==> config.mk <==
export PLATFORM = sky130hd
export DESIGN_NAME = dns_message_field_parser
export DESIGN_NICKNAME = d
export VERILOG_FILES = /design/src/rtl/dmfp_pkg.sv /design/src/rtl/dmfp_parse.sv /design/src/rtl/dmfp_outq.sv /design/src/rtl/dns_message_field_parser.sv
export SDC_FILE = /design/constraint.sdc
export NUM_CORES = 1
export LEC_CHECK = 0
export ABC_CLOCK_PERIOD_IN_PS = 12500
export BUFFER_PORTS_ARGS = -buffer_cell sky130_fd_sc_hd__buf_2
export CAP_MARGIN = 20
export CORE_MARGIN = 2
export CORE_UTILIZATION = 39
export DETAILED_ROUTE_END_ITERATION = 16
export PLACE_DENSITY_LB_ADDON = 0.3
export SYNTH_ARGS = -nofsm -noshare
export SYNTH_HDL_FRONTEND = slang
export SYNTH_HIERARCHICAL = 1
export SYNTH_SLANG_ARGS = --single-unit
==> constraint.sdc <==
create_clock -name clk_i -period 12.5 [get_ports clk_i]
set_input_delay 2.5 -clock clk_i [delete_from_list [all_inputs] [get_ports clk_i]]
set_output_delay 2.5 -clock clk_i [all_outputs]
set_load 0.005 [all_outputs]
==> src/rtl/dmfp_pkg.sv <==
`timescale 1ns / 1ps
`default_nettype none
// ----------------------------------------------------------------------------
// dmfp_pkg
// Shared types and field-kind codes for the DNS message field parser.
// ----------------------------------------------------------------------------
package dmfp_pkg;

  // Field kinds carried on the result stream
  localparam logic [4:0] KIND_ID        = 5'd0;
  localparam logic [4:0] KIND_NAME_CHAR = 5'd6;
  localparam logic [4:0] KIND_NAME_SEP  = 5'd7;
  localparam logic [4:0] KIND_QTYPE     = 5'd8;
  localparam logic [4:0] KIND_QCLASS    = 5'd9;
  localparam logic [4:0] KIND_AN_PTR    = 5'd10;
  localparam logic [4:0] KIND_AN_TTL    = 5'd13;
  localparam logic [4:0] KIND_AN_RDLEN  = 5'd14;
  localparam logic [4:0] KIND_AN_IPV4   = 5'd15;
  localparam logic [4:0] KIND_END_OK    = 5'd16;
  localparam logic [4:0] KIND_END_SHORT = 5'd17;
  localparam logic [4:0] KIND_END_TRUNC = 5'd18;

  // Label separator character ('.')
  localparam logic [7:0] SEP_CHAR = 8'h2E;

  // Record type and length that carry an IPv4 address
  localparam logic [15:0] TYPE_A   = 16'd1;
  localparam logic [15:0] LEN_IPV4 = 16'd4;

  // One result item
  typedef struct packed {
    logic [4:0]  kind;
    logic [31:0] value;
    logic [15:0] index;
    logic        last;
  } res_t;

  // Up to two results caused by one input item, in order
  typedef struct packed {
    logic [1:0] vld;
    res_t       r1;
    res_t       r0;
  } res_pair_t;

endpackage
`default_nettype wire

==> src/rtl/dmfp_parse.sv <==
`timescale 1ns / 1ps
`default_nettype none
// ----------------------------------------------------------------------------
// dmfp_parse
// Parse state registers and the per-byte state update; produces up to two
// results for each accepted byte (a completed field, then an end mark).
// ----------------------------------------------------------------------------
module dmfp_parse (
  input  wire logic               clk_i,
  input  wire logic               rst_ni,
  input  wire logic               accept_i,
  input  wire logic [7:0]         byte_i,
  input  wire logic               eop_i,
  output dmfp_pkg::res_pair_t     res_o
);

  localparam logic [2:0] PH_HDR   = 3'd0;
  localparam logic [2:0] PH_QLEN  = 3'd1;
  localparam logic [2:0] PH_QCHR  = 3'd2;
  localparam logic [2:0] PH_QTAIL = 3'd3;
  localparam logic [2:0] PH_ANS   = 3'd4;
  localparam logic [2:0] PH_RDATA = 3'd5;
  localparam logic [2:0] PH_DONE  = 3'd6;

  logic [2:0]  phase_q, phase_d;
  logic [3:0]  cnt_q, cnt_d;
  logic [31:0] shift_q, shift_d;
  logic [15:0] ans_left_q, ans_left_d;
  logic [15:0] ans_num_q, ans_num_d;
  logic [7:0]  label_left_q, label_left_d;
  logic [15:0] rtype_q, rtype_d;
  logic [15:0] rd_left_q, rd_left_d;
  logic        label_seen_q, label_seen_d;

  logic [31:0]    shift_new;
  logic [15:0]    ans_left_dec;
  logic [15:0]    rd_left_dec;
  logic [7:0]     label_dec;
  logic           f_vld;
  dmfp_pkg::res_t f_res;
  dmfp_pkg::res_t e_res;

  assign shift_new    = {shift_q[23:0], byte_i};
  assign ans_left_dec = ans_left_q - 16'd1;
  assign rd_left_dec  = rd_left_q - 16'd1;
  assign label_dec    = label_left_q - 8'd1;

  // Next state and field result
  always_comb begin
    phase_d      = phase_q;
    cnt_d        = cnt_q;
    shift_d      = shift_q;
    ans_left_d   = ans_left_q;
    ans_num_d    = ans_num_q;
    label_left_d = label_left_q;
    rtype_d      = rtype_q;
    rd_left_d    = rd_left_q;
    label_seen_d = label_seen_q;
    f_vld        = 1'b0;
    f_res        = '0;
    e_res        = '0;

    case (phase_q)
      PH_HDR: begin
        shift_d = shift_new;
        // odd byte closes a 16-bit header field
        if (cnt_q[0]) begin
          f_vld       = 1'b1;
          f_res.kind  = dmfp_pkg::KIND_ID + {2'b00, cnt_q[3:1]};
          f_res.value = {16'h0000, shift_new[15:0]};
          if (cnt_q == 4'd7) begin
            ans_left_d = shift_new[15:0];
          end
        end
        if (cnt_q >= 4'd11) begin
          phase_d      = PH_QLEN;
          cnt_d        = '0;
          label_seen_d = 1'b0;
        end else begin
          cnt_d = cnt_q + 4'd1;
        end
      end
      PH_QLEN: begin
        if (byte_i == 8'h00) begin
          phase_d = PH_QTAIL;
          cnt_d   = '0;
        end else begin
          if (label_seen_q) begin
            f_vld       = 1'b1;
            f_res.kind  = dmfp_pkg::KIND_NAME_SEP;
            f_res.value = {24'h0, dmfp_pkg::SEP_CHAR};
          end
          label_seen_d = 1'b1;
          label_left_d = byte_i;
          phase_d      = PH_QCHR;
        end
      end
      PH_QCHR: begin
        f_vld        = 1'b1;
        f_res.kind   = dmfp_pkg::KIND_NAME_CHAR;
        f_res.value  = {24'h0, byte_i};
        label_left_d = label_dec;
        if (label_dec == 8'h00) begin
          phase_d = PH_QLEN;
        end
      end
      PH_QTAIL: begin
        shift_d = shift_new;
        if (cnt_q[1:0] == 2'd1) begin
          f_vld       = 1'b1;
          f_res.kind  = dmfp_pkg::KIND_QTYPE;
          f_res.value = {16'h0000, shift_new[15:0]};
        end
        if (cnt_q[1:0] == 2'd3) begin
          f_vld       = 1'b1;
          f_res.kind  = dmfp_pkg::KIND_QCLASS;
          f_res.value = {16'h0000, shift_new[15:0]};
          ans_num_d   = '0;
          if (ans_left_q == 16'h0000) begin
            phase_d = PH_DONE;
          end else begin
            phase_d = PH_ANS;
            cnt_d   = '0;
          end
        end else begin
          cnt_d = {2'b00, cnt_q[1:0] + 2'd1};
        end
      end
      PH_ANS: begin
        shift_d     = shift_new;
        f_res.index = ans_num_q;
        if (cnt_q == 4'd1 || cnt_q == 4'd3 || cnt_q == 4'd5) begin
          f_vld       = 1'b1;
          f_res.kind  = dmfp_pkg::KIND_AN_PTR + {2'b00, cnt_q[3:1]};
          f_res.value = {16'h0000, shift_new[15:0]};
          if (cnt_q == 4'd3) begin
            rtype_d = shift_new[15:0];
          end
        end else if (cnt_q == 4'd9) begin
          f_vld       = 1'b1;
          f_res.kind  = dmfp_pkg::KIND_AN_TTL;
          f_res.value = shift_new;
        end
        if (cnt_q >= 4'd11) begin
          rd_left_d   = shift_new[15:0];
          f_vld       = 1'b1;
          f_res.kind  = dmfp_pkg::KIND_AN_RDLEN;
          f_res.value = {16'h0000, shift_new[15:0]};
          if (shift_new[15:0] == 16'h0000) begin
            // empty RDATA: answer ends here
            ans_num_d  = ans_num_q + 16'd1;
            ans_left_d = ans_left_dec;
            if (ans_left_dec == 16'h0000) begin
              phase_d = PH_DONE;
            end else begin
              phase_d = PH_ANS;
              cnt_d   = '0;
            end
          end else begin
            phase_d = PH_RDATA;
            cnt_d   = (rtype_q == dmfp_pkg::TYPE_A && shift_new[15:0] == dmfp_pkg::LEN_IPV4)
                      ? 4'd1 : 4'd0;
          end
        end else begin
          cnt_d = cnt_q + 4'd1;
        end
      end
      PH_RDATA: begin
        shift_d   = shift_new;
        rd_left_d = rd_left_dec;
        if (rd_left_dec == 16'h0000) begin
          if (cnt_q == 4'd1) begin
            f_vld       = 1'b1;
            f_res.kind  = dmfp_pkg::KIND_AN_IPV4;
            f_res.value = shift_new;
            f_res.index = ans_num_q;
          end
          ans_num_d  = ans_num_q + 16'd1;
          ans_left_d = ans_left_dec;
          if (ans_left_dec == 16'h0000) begin
            phase_d = PH_DONE;
          end else begin
            phase_d = PH_ANS;
            cnt_d   = '0;
          end
        end
      end
      default: begin
        phase_d = PH_DONE;
      end
    endcase

    // End of packet: classify, then back to the reset state
    if (eop_i) begin
      e_res.last = 1'b1;
      if (phase_d == PH_DONE) begin
        e_res.kind = dmfp_pkg::KIND_END_OK;
      end else if (phase_d == PH_HDR) begin
        e_res.kind = dmfp_pkg::KIND_END_SHORT;
      end else begin
        e_res.kind = dmfp_pkg::KIND_END_TRUNC;
      end
      phase_d      = PH_HDR;
      cnt_d        = '0;
      shift_d      = '0;
      ans_left_d   = '0;
      ans_num_d    = '0;
      label_left_d = '0;
      rtype_d      = '0;
      rd_left_d    = '0;
      label_seen_d = 1'b0;
    end
  end

  // Results in order: field first, then end mark
  always_comb begin
    res_o.r0  = f_vld ? f_res : e_res;
    res_o.r1  = e_res;
    res_o.vld = 2'b00;
    if (accept_i) begin
      if (f_vld && eop_i) begin
        res_o.vld = 2'b11;
      end else if (f_vld || eop_i) begin
        res_o.vld = 2'b01;
      end
    end
  end

  // State registers
  always_ff @(posedge clk_i or negedge rst_ni) begin
    if (!rst_ni) begin
      phase_q      <= PH_HDR;
      cnt_q        <= '0;
      shift_q      <= '0;
      ans_left_q   <= '0;
      ans_num_q    <= '0;
      label_left_q <= '0;
      rtype_q      <= '0;
      rd_left_q    <= '0;
      label_seen_q <= 1'b0;
    end else if (accept_i) begin
      phase_q      <= phase_d;
      cnt_q        <= cnt_d;
      shift_q      <= shift_d;
      ans_left_q   <= ans_left_d;
      ans_num_q    <= ans_num_d;
      label_left_q <= label_left_d;
      rtype_q      <= rtype_d;
      rd_left_q    <= rd_left_d;
      label_seen_q <= label_seen_d;
    end
  end

endmodule
`default_nettype wire

==> src/rtl/dmfp_outq.sv <==
`timescale 1ns / 1ps
`default_nettype none
// ----------------------------------------------------------------------------
// dmfp_outq
// Four-entry result queue: takes up to two results a cycle, hands out one while the reader is ready.
// ----------------------------------------------------------------------------
module dmfp_outq (
  input  wire logic                clk_i,
  input  wire logic                rst_ni,
  input  wire dmfp_pkg::res_pair_t push_i,
  output logic                     room_o,
  output logic                     vld_o,
  input  wire logic                rdy_i,
  output dmfp_pkg::res_t           res_o
);

  dmfp_pkg::res_t mem_q [4];
  logic [1:0]     wr_ptr_q, rd_ptr_q;
  logic [2:0]     count_q;
  logic           pop;
  logic [1:0]     wr_ptr_p1;
  logic [2:0]     n_push;

  assign vld_o     = (count_q != 3'd0);
  assign pop       = vld_o && rdy_i;
  assign room_o    = (count_q <= 3'd2);
  assign res_o     = mem_q[rd_ptr_q];
  assign wr_ptr_p1 = wr_ptr_q + 2'd1;
  assign n_push    = {2'b00, push_i.vld[0]} + {2'b00, push_i.vld[1]};

  // Storage
  always_ff @(posedge clk_i) begin
    if (push_i.vld[0]) begin
      mem_q[wr_ptr_q] <= push_i.r0;
    end
    if (push_i.vld[1]) begin
      mem_q[wr_ptr_p1] <= push_i.r1;
    end
  end

  // Pointers and fill count
  always_ff @(posedge clk_i or negedge rst_ni) begin
    if (!rst_ni) begin
      wr_ptr_q <= '0;
      rd_ptr_q <= '0;
      count_q  <= '0;
    end else begin
      wr_ptr_q <= wr_ptr_q + n_push[1:0];
      if (pop) begin
        rd_ptr_q <= rd_ptr_q + 2'd1;
      end
      count_q <= count_q + n_push - {2'b00, pop};
    end
  end

endmodule
`default_nettype wire

==> src/rtl/dns_message_field_parser.sv <==
`timescale 1ns / 1ps
`default_nettype none
// ----------------------------------------------------------------------------
// dns_message_field_parser
// Streams a DNS payload byte by byte and emits header, question and answer
// fields as they complete.
// ----------------------------------------------------------------------------
// Each result is written into the result queue as the byte that causes it is accepted.
// One byte per cycle while input ready is high; a byte that yields two results (field
// plus end mark) puts both into a 4-entry result queue, which hands them out in order.
// Input ready drops only while the result queue holds more than two items.
// Reset (rst_ni low, asynchronous) returns the parser to the header phase
// and empties the result queue.
module dns_message_field_parser (
  input  wire logic        clk_i,
  input  wire logic        rst_ni,
  // input stream
  input  wire logic        s_axis_tvalid,
  output logic             s_axis_tready,
  input  wire logic [7:0]  s_axis_tdata,  // [7:0] data_byte
  input  wire logic        s_axis_tlast,  // end_of_packet
  // result stream
  output logic             m_axis_tvalid,
  input  wire logic        m_axis_tready,
  output logic [47:0]      m_axis_tdata,  // [31:0] field_value, [47:32] answer_index
  output logic [4:0]       m_axis_tuser,  // [4:0] field_kind
  output logic             m_axis_tlast   // last_of_packet
);

  logic                accept;
  dmfp_pkg::res_pair_t res_pair;
  dmfp_pkg::res_t      head;

  assign accept = s_axis_tvalid && s_axis_tready;

  dmfp_parse u_parse (
    .clk_i    (clk_i),
    .rst_ni   (rst_ni),
    .accept_i (accept),
    .byte_i   (s_axis_tdata),
    .eop_i    (s_axis_tlast),
    .res_o    (res_pair)
  );

  dmfp_outq u_outq (
    .clk_i  (clk_i),
    .rst_ni (rst_ni),
    .push_i (res_pair),
    .room_o (s_axis_tready),
    .vld_o  (m_axis_tvalid),
    .rdy_i  (m_axis_tready),
    .res_o  (head)
  );

  // Output packing
  assign m_axis_tdata = {head.index, head.value};
  assign m_axis_tuser = head.kind;
  assign m_axis_tlast = head.last;

endmodule
`default_nettype wire

==> flow_metrics.tcl, run 1 <==
set metrics [dict create \
    yosysSeqAreaShare_pct 50.41 \
    die_y_um 221.1 \
    crit_type "in -> reg" \
    hold_buffers 0 \
    grt_max_degree 64 \
    finalMaxSlewViolations 0 \
    min_period_ns 6.553 \
    comb_power_share_pct 37.7 \
    power.switching_w 0.001594 \
    reg2regPathDepth 12 \
    maxSlewHeadroom_pct 27.28 \
    drive_gt1_share_pct 28.42 \
    vias_per_cell 5.718 \
    syn_avg_cell_area_um2 12.77 \
    area_delta_synth_final_pct 9.137 \
    cts_max_level 2 \
    core_um2 46560 \
    routedWlPerCell_um 22.04 \
    grt_setup_unrepaired "false" \
    numCtsBuffers 38 \
    ys_seq_elements 327 \
    setup.worst_path.end_class "register" \
    clock_skew_ns 0.01817 \
    mostFrequentLayoutCells "edfxtp_1, mux2_2, dfrtp_1" \
    switching_share_pct 36.21 \
    vias 12080 \
    cts-resized-gates 0 \
    worst_slew_pin_slew_ns 1.087 \
    worstPathMaxFanout 55 \
    cp-start-kind "primary input" \
    synthesis.area_um2 18380 \
    grt_overflow 0 \
    grt_pass1_vias 12100 \
    yosysWarnings 6 \
    required_ns 12.70 \
    io_buffers 68 \
    cp.arrival_ns 6.75 \
    maxCapViolCount 0 \
    p_int_w 0.002809 \
    crit_chain "buf_2 -> nor4_1 -> a311oi_1 -> and2_1 -> or3_1 -> nor2b_1 -> nand3_4 -> o21ai_4 -> buf_4" \
    async_flop_share_pct 33.94 \
    place_hpwl_mm 29.58 \
    post_cts_buffers 0 \
    clockBufferDepth 3 \
    dp_slack_ns 5.402 \
    place.gp.congestion 0.8974 \
    rows 79 \
    ios 69 \
    grt_usage_pct 18.88 \
    root_buffer "clkbuf_16" \
    num_antenna_cells 0 \
    critPathSlowestCell "nand3_4" \
    dieArea_um2 48870 \
    peakVddDrop_uv 116.4 \
    synth-main-ff-cell "edfxtp_1" \
    cts_tree "yes" \
    synth-edff-count 216 \
    worst_slack_ns 5.947 \
    pwr-share-clk_pct 23.4 \
    mostFrequentLayoutCell "edfxtp_1" \
    post-route-period-util_pct 52.43 \
    drc 0 \
    worstHoldPathCells 1 \
    start_util_pct 39.47 \
    synth_cell_type_count 87 \
    clk_latency_ns 0.55 \
    drt_iter0_markers 961 \
    p_seq_share_pct 38.9 \
    antenna_found_initial 1 \
    clk_pin_slew_ns 0.06 \
    timing.fmax_ghz 0.1526 \
    clock-sinks 327 \
    fin_setup_tns_ns 0 \
    cpPeakStageDelay_ns 0.82 \
    setup_viol 0 \
    dr.pass1.iters 5 \
    power.total_w 0.004403 \
    grt_pass1_wl_mm 72.34 \
    routed_wirelength_mm 46.57 \
    p_per_area_nw_per_um2 219.5 \
    p_leak_nw 7.930 \
    ant_nets 0 \
    die_w_um 221.1 \
    hold_path_class "reg -> reg" \
    hold_viol_final 0 \
    syn_inst 1439 \
    fillers 4259 \
    whs_ns 0.4992 \
    nNetsFinal 1512 \
    status "finished, final reports clean" \
]
## cells by family after synthesis
kind of cell	after synthesis	share of synthesized area, %
compound gates	297	10.51
xor+xnor	14	0.6672
fa+ha+maj	19	1.334
buf+inv	175	6.066
flops	327	50.41
mux	275	21.13
other cells	1	0.02041
simple gates	331	9.872
## worst paths after layout
| kind | startpoint | end | slack [ns] |
|---|---|---|---|
| setup / recovery | s_axis_tdata[4] | u_outq/mem_q[0][6] | 5.95 |
| hold / removal | u_parse/shift_q[20] | u_parse/shift_q[20] | 0.50 |
| setup reg to reg | u_parse/rd_left_q[1] | u_outq/mem_q[0][6] | 6.49 |
| hold reg to reg | u_parse/shift_q[20] | u_parse/shift_q[20] | 0.50 |
| max in group asynchronous | rst_ni | u_outq/rd_ptr_q[0] | 9.09 |
| min in group asynchronous | rst_ni | u_parse/ans_num_q[13] | 1.98 |
## per-layer routing
layer / global-route usage, % / vias to the layer above / part of all wire (%) / wire [um]
met5: 0 / - / 0 / 0
met1: 25.95 / 6102 / 44 / 20700
met2: 30.06 / 377 / 46 / 21600
met4: 5.477 / 0 / 2.7 / 1244
met3: 4.116 / 87 / 6.5 / 3030
li1: - / 5517 / - / -
## worst max-delay path: cells and delay by family
family	cells	cell delay, ns
AOI/OAI and AO/OA	2	1.27
buffers and inverters	2	0.75
and+or+nand+nor	5	2.18
## power by group through the flow
stage,combinational (W),clock (W),sequential (W)
floorplan,0.00127,0,0.00159
global placement,0.00165,0,0.00172
detailed placement,0.00166,0,0.00173
CTS,0.00168,0.00106,0.00171
global route,0.00182,0.00110,0.00174
finish,0.00166,0.00103,0.00171
## cell usage after synthesis, types with 4 or more instances
cell,n,area (um^2)
a21oi_1,47,235.2
a22o_1,40,350.3
a22oi_1,13,97.59
a31o_2,4,35.03
a31oi_1,13,81.33
a32oi_1,7,61.31
and2_1,43,269.0
and3_1,12,75.07
buf_12,4,80.08
buf_2,13,65.06
buf_4,59,442.9
buf_6,19,214.0
clkbuf_1,42,157.7
dfrtp_1,111,2778
edfxtp_1,216,6486
ha_1,18,225.2
inv_1,33,123.9
mux2_1,15,168.9
mux2_2,152,1712
mux2_4,49,735.7
mux2i_1,5,50.05
mux4_2,54,1216
nand2_1,52,195.2
nand2b_1,12,75.07
nand3_1,15,75.07
nand3b_1,4,30.03
nand4_1,14,87.58
nor2_1,84,315.3
nor2b_1,5,31.28
nor3_1,31,155.2
nor4_1,21,131.4
nor4b_1,4,35.03
o21a_1,12,90.09
o21ai_0,95,475.5
o21ai_1,8,40.04
o22ai_1,6,37.54
o31ai_1,16,120.1
or3_1,8,50.05
xnor2_1,8,70.07
xor2_1,6,52.55
## registers in the layout (all words and copies together), names as in the netlist
name and count:
u_outq/mem_q 216, u_parse/shift_q 24, u_parse/ans_left_q 16, u_parse/ans_num_q 16, u_parse/rd_left_q 16, u_parse/rtype_q 16, u_parse/label_left_q 8, u_parse/cnt_q 4
u_outq/count_q 3, u_parse/phase_q 3, u_outq/rd_ptr_q 2, u_outq/wr_ptr_q 2, u_parse/label_seen_q 1
## final cells by class
| class | instances | area (um^2) | area share (%) |
|---|---|---|---|
| sequential | 327 | 9269 | 46.21 |
| multi-input combinational | 986 | 8234 | 41.05 |
| clock buffer | 56 | 1060 | 5.284 |
| tap | 607 | 759.5 | 3.787 |
| timing repair buffer | 93 | 530.5 | 2.645 |
| inverter | 34 | 127.6 | 0.6363 |
| clock inverter | 10 | 76.32 | 0.3805 |
## stage by stage
stage / util, % / instance area (um^2) / cells
after detailed placement: 40.62 / 18910 / 2046
after CTS: 43.06 / 20050 / 2112
after global routing: 43.08 / 20060 / 2113
final: 43.08 / 20060 / 2113
after floorplan: - / 18560 / 1488
after global placement: 40.62 / 18910 / 2046
Note: power is estimated with default switching activity, not from simulation.
==> inputs of run 2 (changes only) <==
--- a/config.mk
+++ b/config.mk
@@ -5,7 +5,7 @@
 export SDC_FILE = /design/constraint.sdc
 export NUM_CORES = 1
 export LEC_CHECK = 0
-export ABC_CLOCK_PERIOD_IN_PS = 12500
+export ABC_CLOCK_PERIOD_IN_PS = 5350
 export BUFFER_PORTS_ARGS = -buffer_cell sky130_fd_sc_hd__buf_2
 export CAP_MARGIN = 20
 export CORE_MARGIN = 2
==> constraint.sdc (replaced) <==
create_clock -name clk_i -period 5.35 [get_ports clk_i]
set_input_delay 1.07 -clock clk_i [delete_from_list [all_inputs] [get_ports clk_i]]
set_output_delay 1.07 -clock clk_i [all_outputs]
set_load 0.005 [all_outputs]
==> run 2 against run 1 <==
Net effect: via count grew 0.35%; utilization is 0.59 points higher; clock power up 150%; critical path type is now reg -> reg; sequential cell count is the same.
==> flow_metrics.tcl, run 2 (synthesis gave the netlist of run 1 again) <==
set metrics [dict create \
    cpPeakStageDelay_ns 0.48 \
    peakVddDrop_uv 243.9 \
    maxCapViolCount 0 \
    routedWlPerCell_um 21.45 \
    r2r-start "u_parse/rd_left_q[1]" \
    required_ns 5.78 \
    p_seq_share_pct 38.4 \
    drive_gt1_share_pct 29.57 \
    mostFrequentLayoutCells "edfxtp_1, mux2_2, dfrtp_1" \
    clock-sinks 327 \
    rows 79 \
    area_delta_synth_final_pct 10.64 \
    largest-register "u_outq/mem_q" \
    cp-start-kind "register" \
    maxSlewHeadroom_pct 30.28 \
    finalMaxSlewViolations 0 \
    critPathSlowestCell "dfrtp_1" \
    p_int_w 0.006747 \
    worstHoldStart "u_parse/shift_q[21]" \
    grt_max_degree 55 \
    power.switching_w 0.003737 \
    numCtsBuffers 39 \
    worstPathMaxFanout 9 \
    setup_viol 0 \
    power.total_w 0.01048 \
    io_buffers 68 \
    grt_usage_pct 18.77 \
    hold_buffers 0 \
    mostFrequentLayoutCell "edfxtp_1" \
    post_cts_buffers 0 \
    cp-startpoint "u_parse/rd_left_q[1]" \
    stdcell_count 2129 \
    grt_pass1_vias 12340 \
    antenna_found_initial 3 \
    ant_nets 0 \
    dp_cells 2059 \
    drc 0 \
    status "finished, final reports clean" \
    cts_max_level 2 \
    hold_path_class "reg -> reg" \
    cts_tree "yes" \
    place_hpwl_mm 28.42 \
    p_per_area_nw_per_um2 515.6 \
    core_um2 46560 \
    dieArea_um2 48870 \
    vias_per_cell 5.695 \
    setup.worst_path.end_class "register" \
    path_buf_inv 4 \
    crit_type "reg -> reg" \
    clockBufferDepth 3 \
    cts-resized-gates 0 \
    pwr-share-clk_pct 24.4 \
    worst_slew_pin_slew_ns 1.042 \
    largest_reg_flops 216 \
    vias 12130 \
    clk_latency_ns 0.56 \
    die_w_um 221.1 \
    clk_pin_slew_ns 0.06 \
    grt_pass1_wl_mm 72.55 \
    nNetsFinal 1525 \
    routed_wirelength_mm 45.68 \
    p_leak_nw 8.079 \
    drt_iter0_markers 1099 \
    grt_setup_unrepaired "false" \
    cp_top_family "simple AND/OR/NAND/NOR gates" \
    fillers 4236 \
    crit_chain "inv_1 -> ha_1 -> or3b_4 -> o31ai_1 -> nand4_1 -> or3_4 -> nor4_4 -> or3_1 -> nor2b_1 -> ha_1 -> inv_1 -> ha_1 -> inv_1 -> ha_1 -> inv_1 -> fa_1 -> xor2_1 -> xnor2_1" \
    hold_viol_final 0 \
    ios 69 \
    place.gp.congestion 0.9350 \
    post-route-period-util_pct 88.34 \
    grt_overflow 0 \
    root_buffer "clkbuf_16" \
    timing.fmax_ghz 0.2116 \
    min_period_ns 4.726 \
    num_antenna_cells 0 \
    largestRegisters "u_outq/mem_q: 216 flops, u_parse/shift_q: 24 flops" \
    comb_power_share_pct 37.2 \
    start_util_pct 39.47 \
    dr.pass1.iters 5 \
    switching_share_pct 35.65 \
    clock_skew_ns 0.02376 \
    cp.arrival_ns 5.16 \
    die_y_um 221.1 \
]
run 2: cell types whose count changed in the layout (fill, tap and decap cells not counted), sizes merged:
cell	change
buf	+12
clkinv	+8
clkbuf	-7
bufinv	+2
inv	+1
run 2: worst paths after layout:
check,endpoint,slack [ns],cells after the start
max,u_outq/count_q[2],0.62,18
min,u_parse/shift_q[21],0.50,1
max reg2reg,u_outq/count_q[2],0.62,18
min reg2reg,u_parse/shift_q[21],0.50,1
max in group asynchronous,u_outq/rd_ptr_q[0],3.79,2
min in group asynchronous,u_parse/shift_q[6],0.55,1
run 2: stage by stage:
step                      cell area (um^2)  utilization (%)  hold slack (ns)  TNS [ns]  worst slack, ns
after floorplan                      18570                -           0.4615    -43.22          -0.4002
after global placement               19090            41.01           0.4802         0           0.7784
after detailed placement             19100            41.03           0.4864         0           0.6775
after CTS                            20330            43.67           0.5029         0           0.6378
after global routing                 20330            43.67           0.5185         0           0.3472
final                                20330            43.67           0.5000         0           0.6239
run 2: power by group through the flow:
stage                     Sequential (W)  Clock [W]  Combinational (W)
after floorplan                  0.00369          0            0.00297
after global placement           0.00405          0            0.00387
after detailed placement         0.00407          0            0.00389
after CTS                        0.00402    0.00263            0.00391
after global routing             0.00410    0.00272            0.00428
final                            0.00402    0.00256            0.00390
run 2: final cells by class:
class	instances	area (um^2)	area share, %
multi-input cells	986	8234	40.50
repair buffers	105	711.9	3.501
well taps	607	759.5	3.735
inverters	34	127.6	0.6277
flip-flops and latches	327	9269	45.58
clock inverters	21	166.4	0.8184
clock buffers	49	1065	5.237
run 2: metal layers:
layer | GRT usage, % | up-vias | part of all wire, %
li1 | - | 5542 | -
met1 | 25.99 | 6160 | 45
met2 | 30.70 | 356 | 48
met3 | 2.802 | 67 | 5.6
met4 | 5.391 | 0 | 2.0
met5 | 0 | - | 0
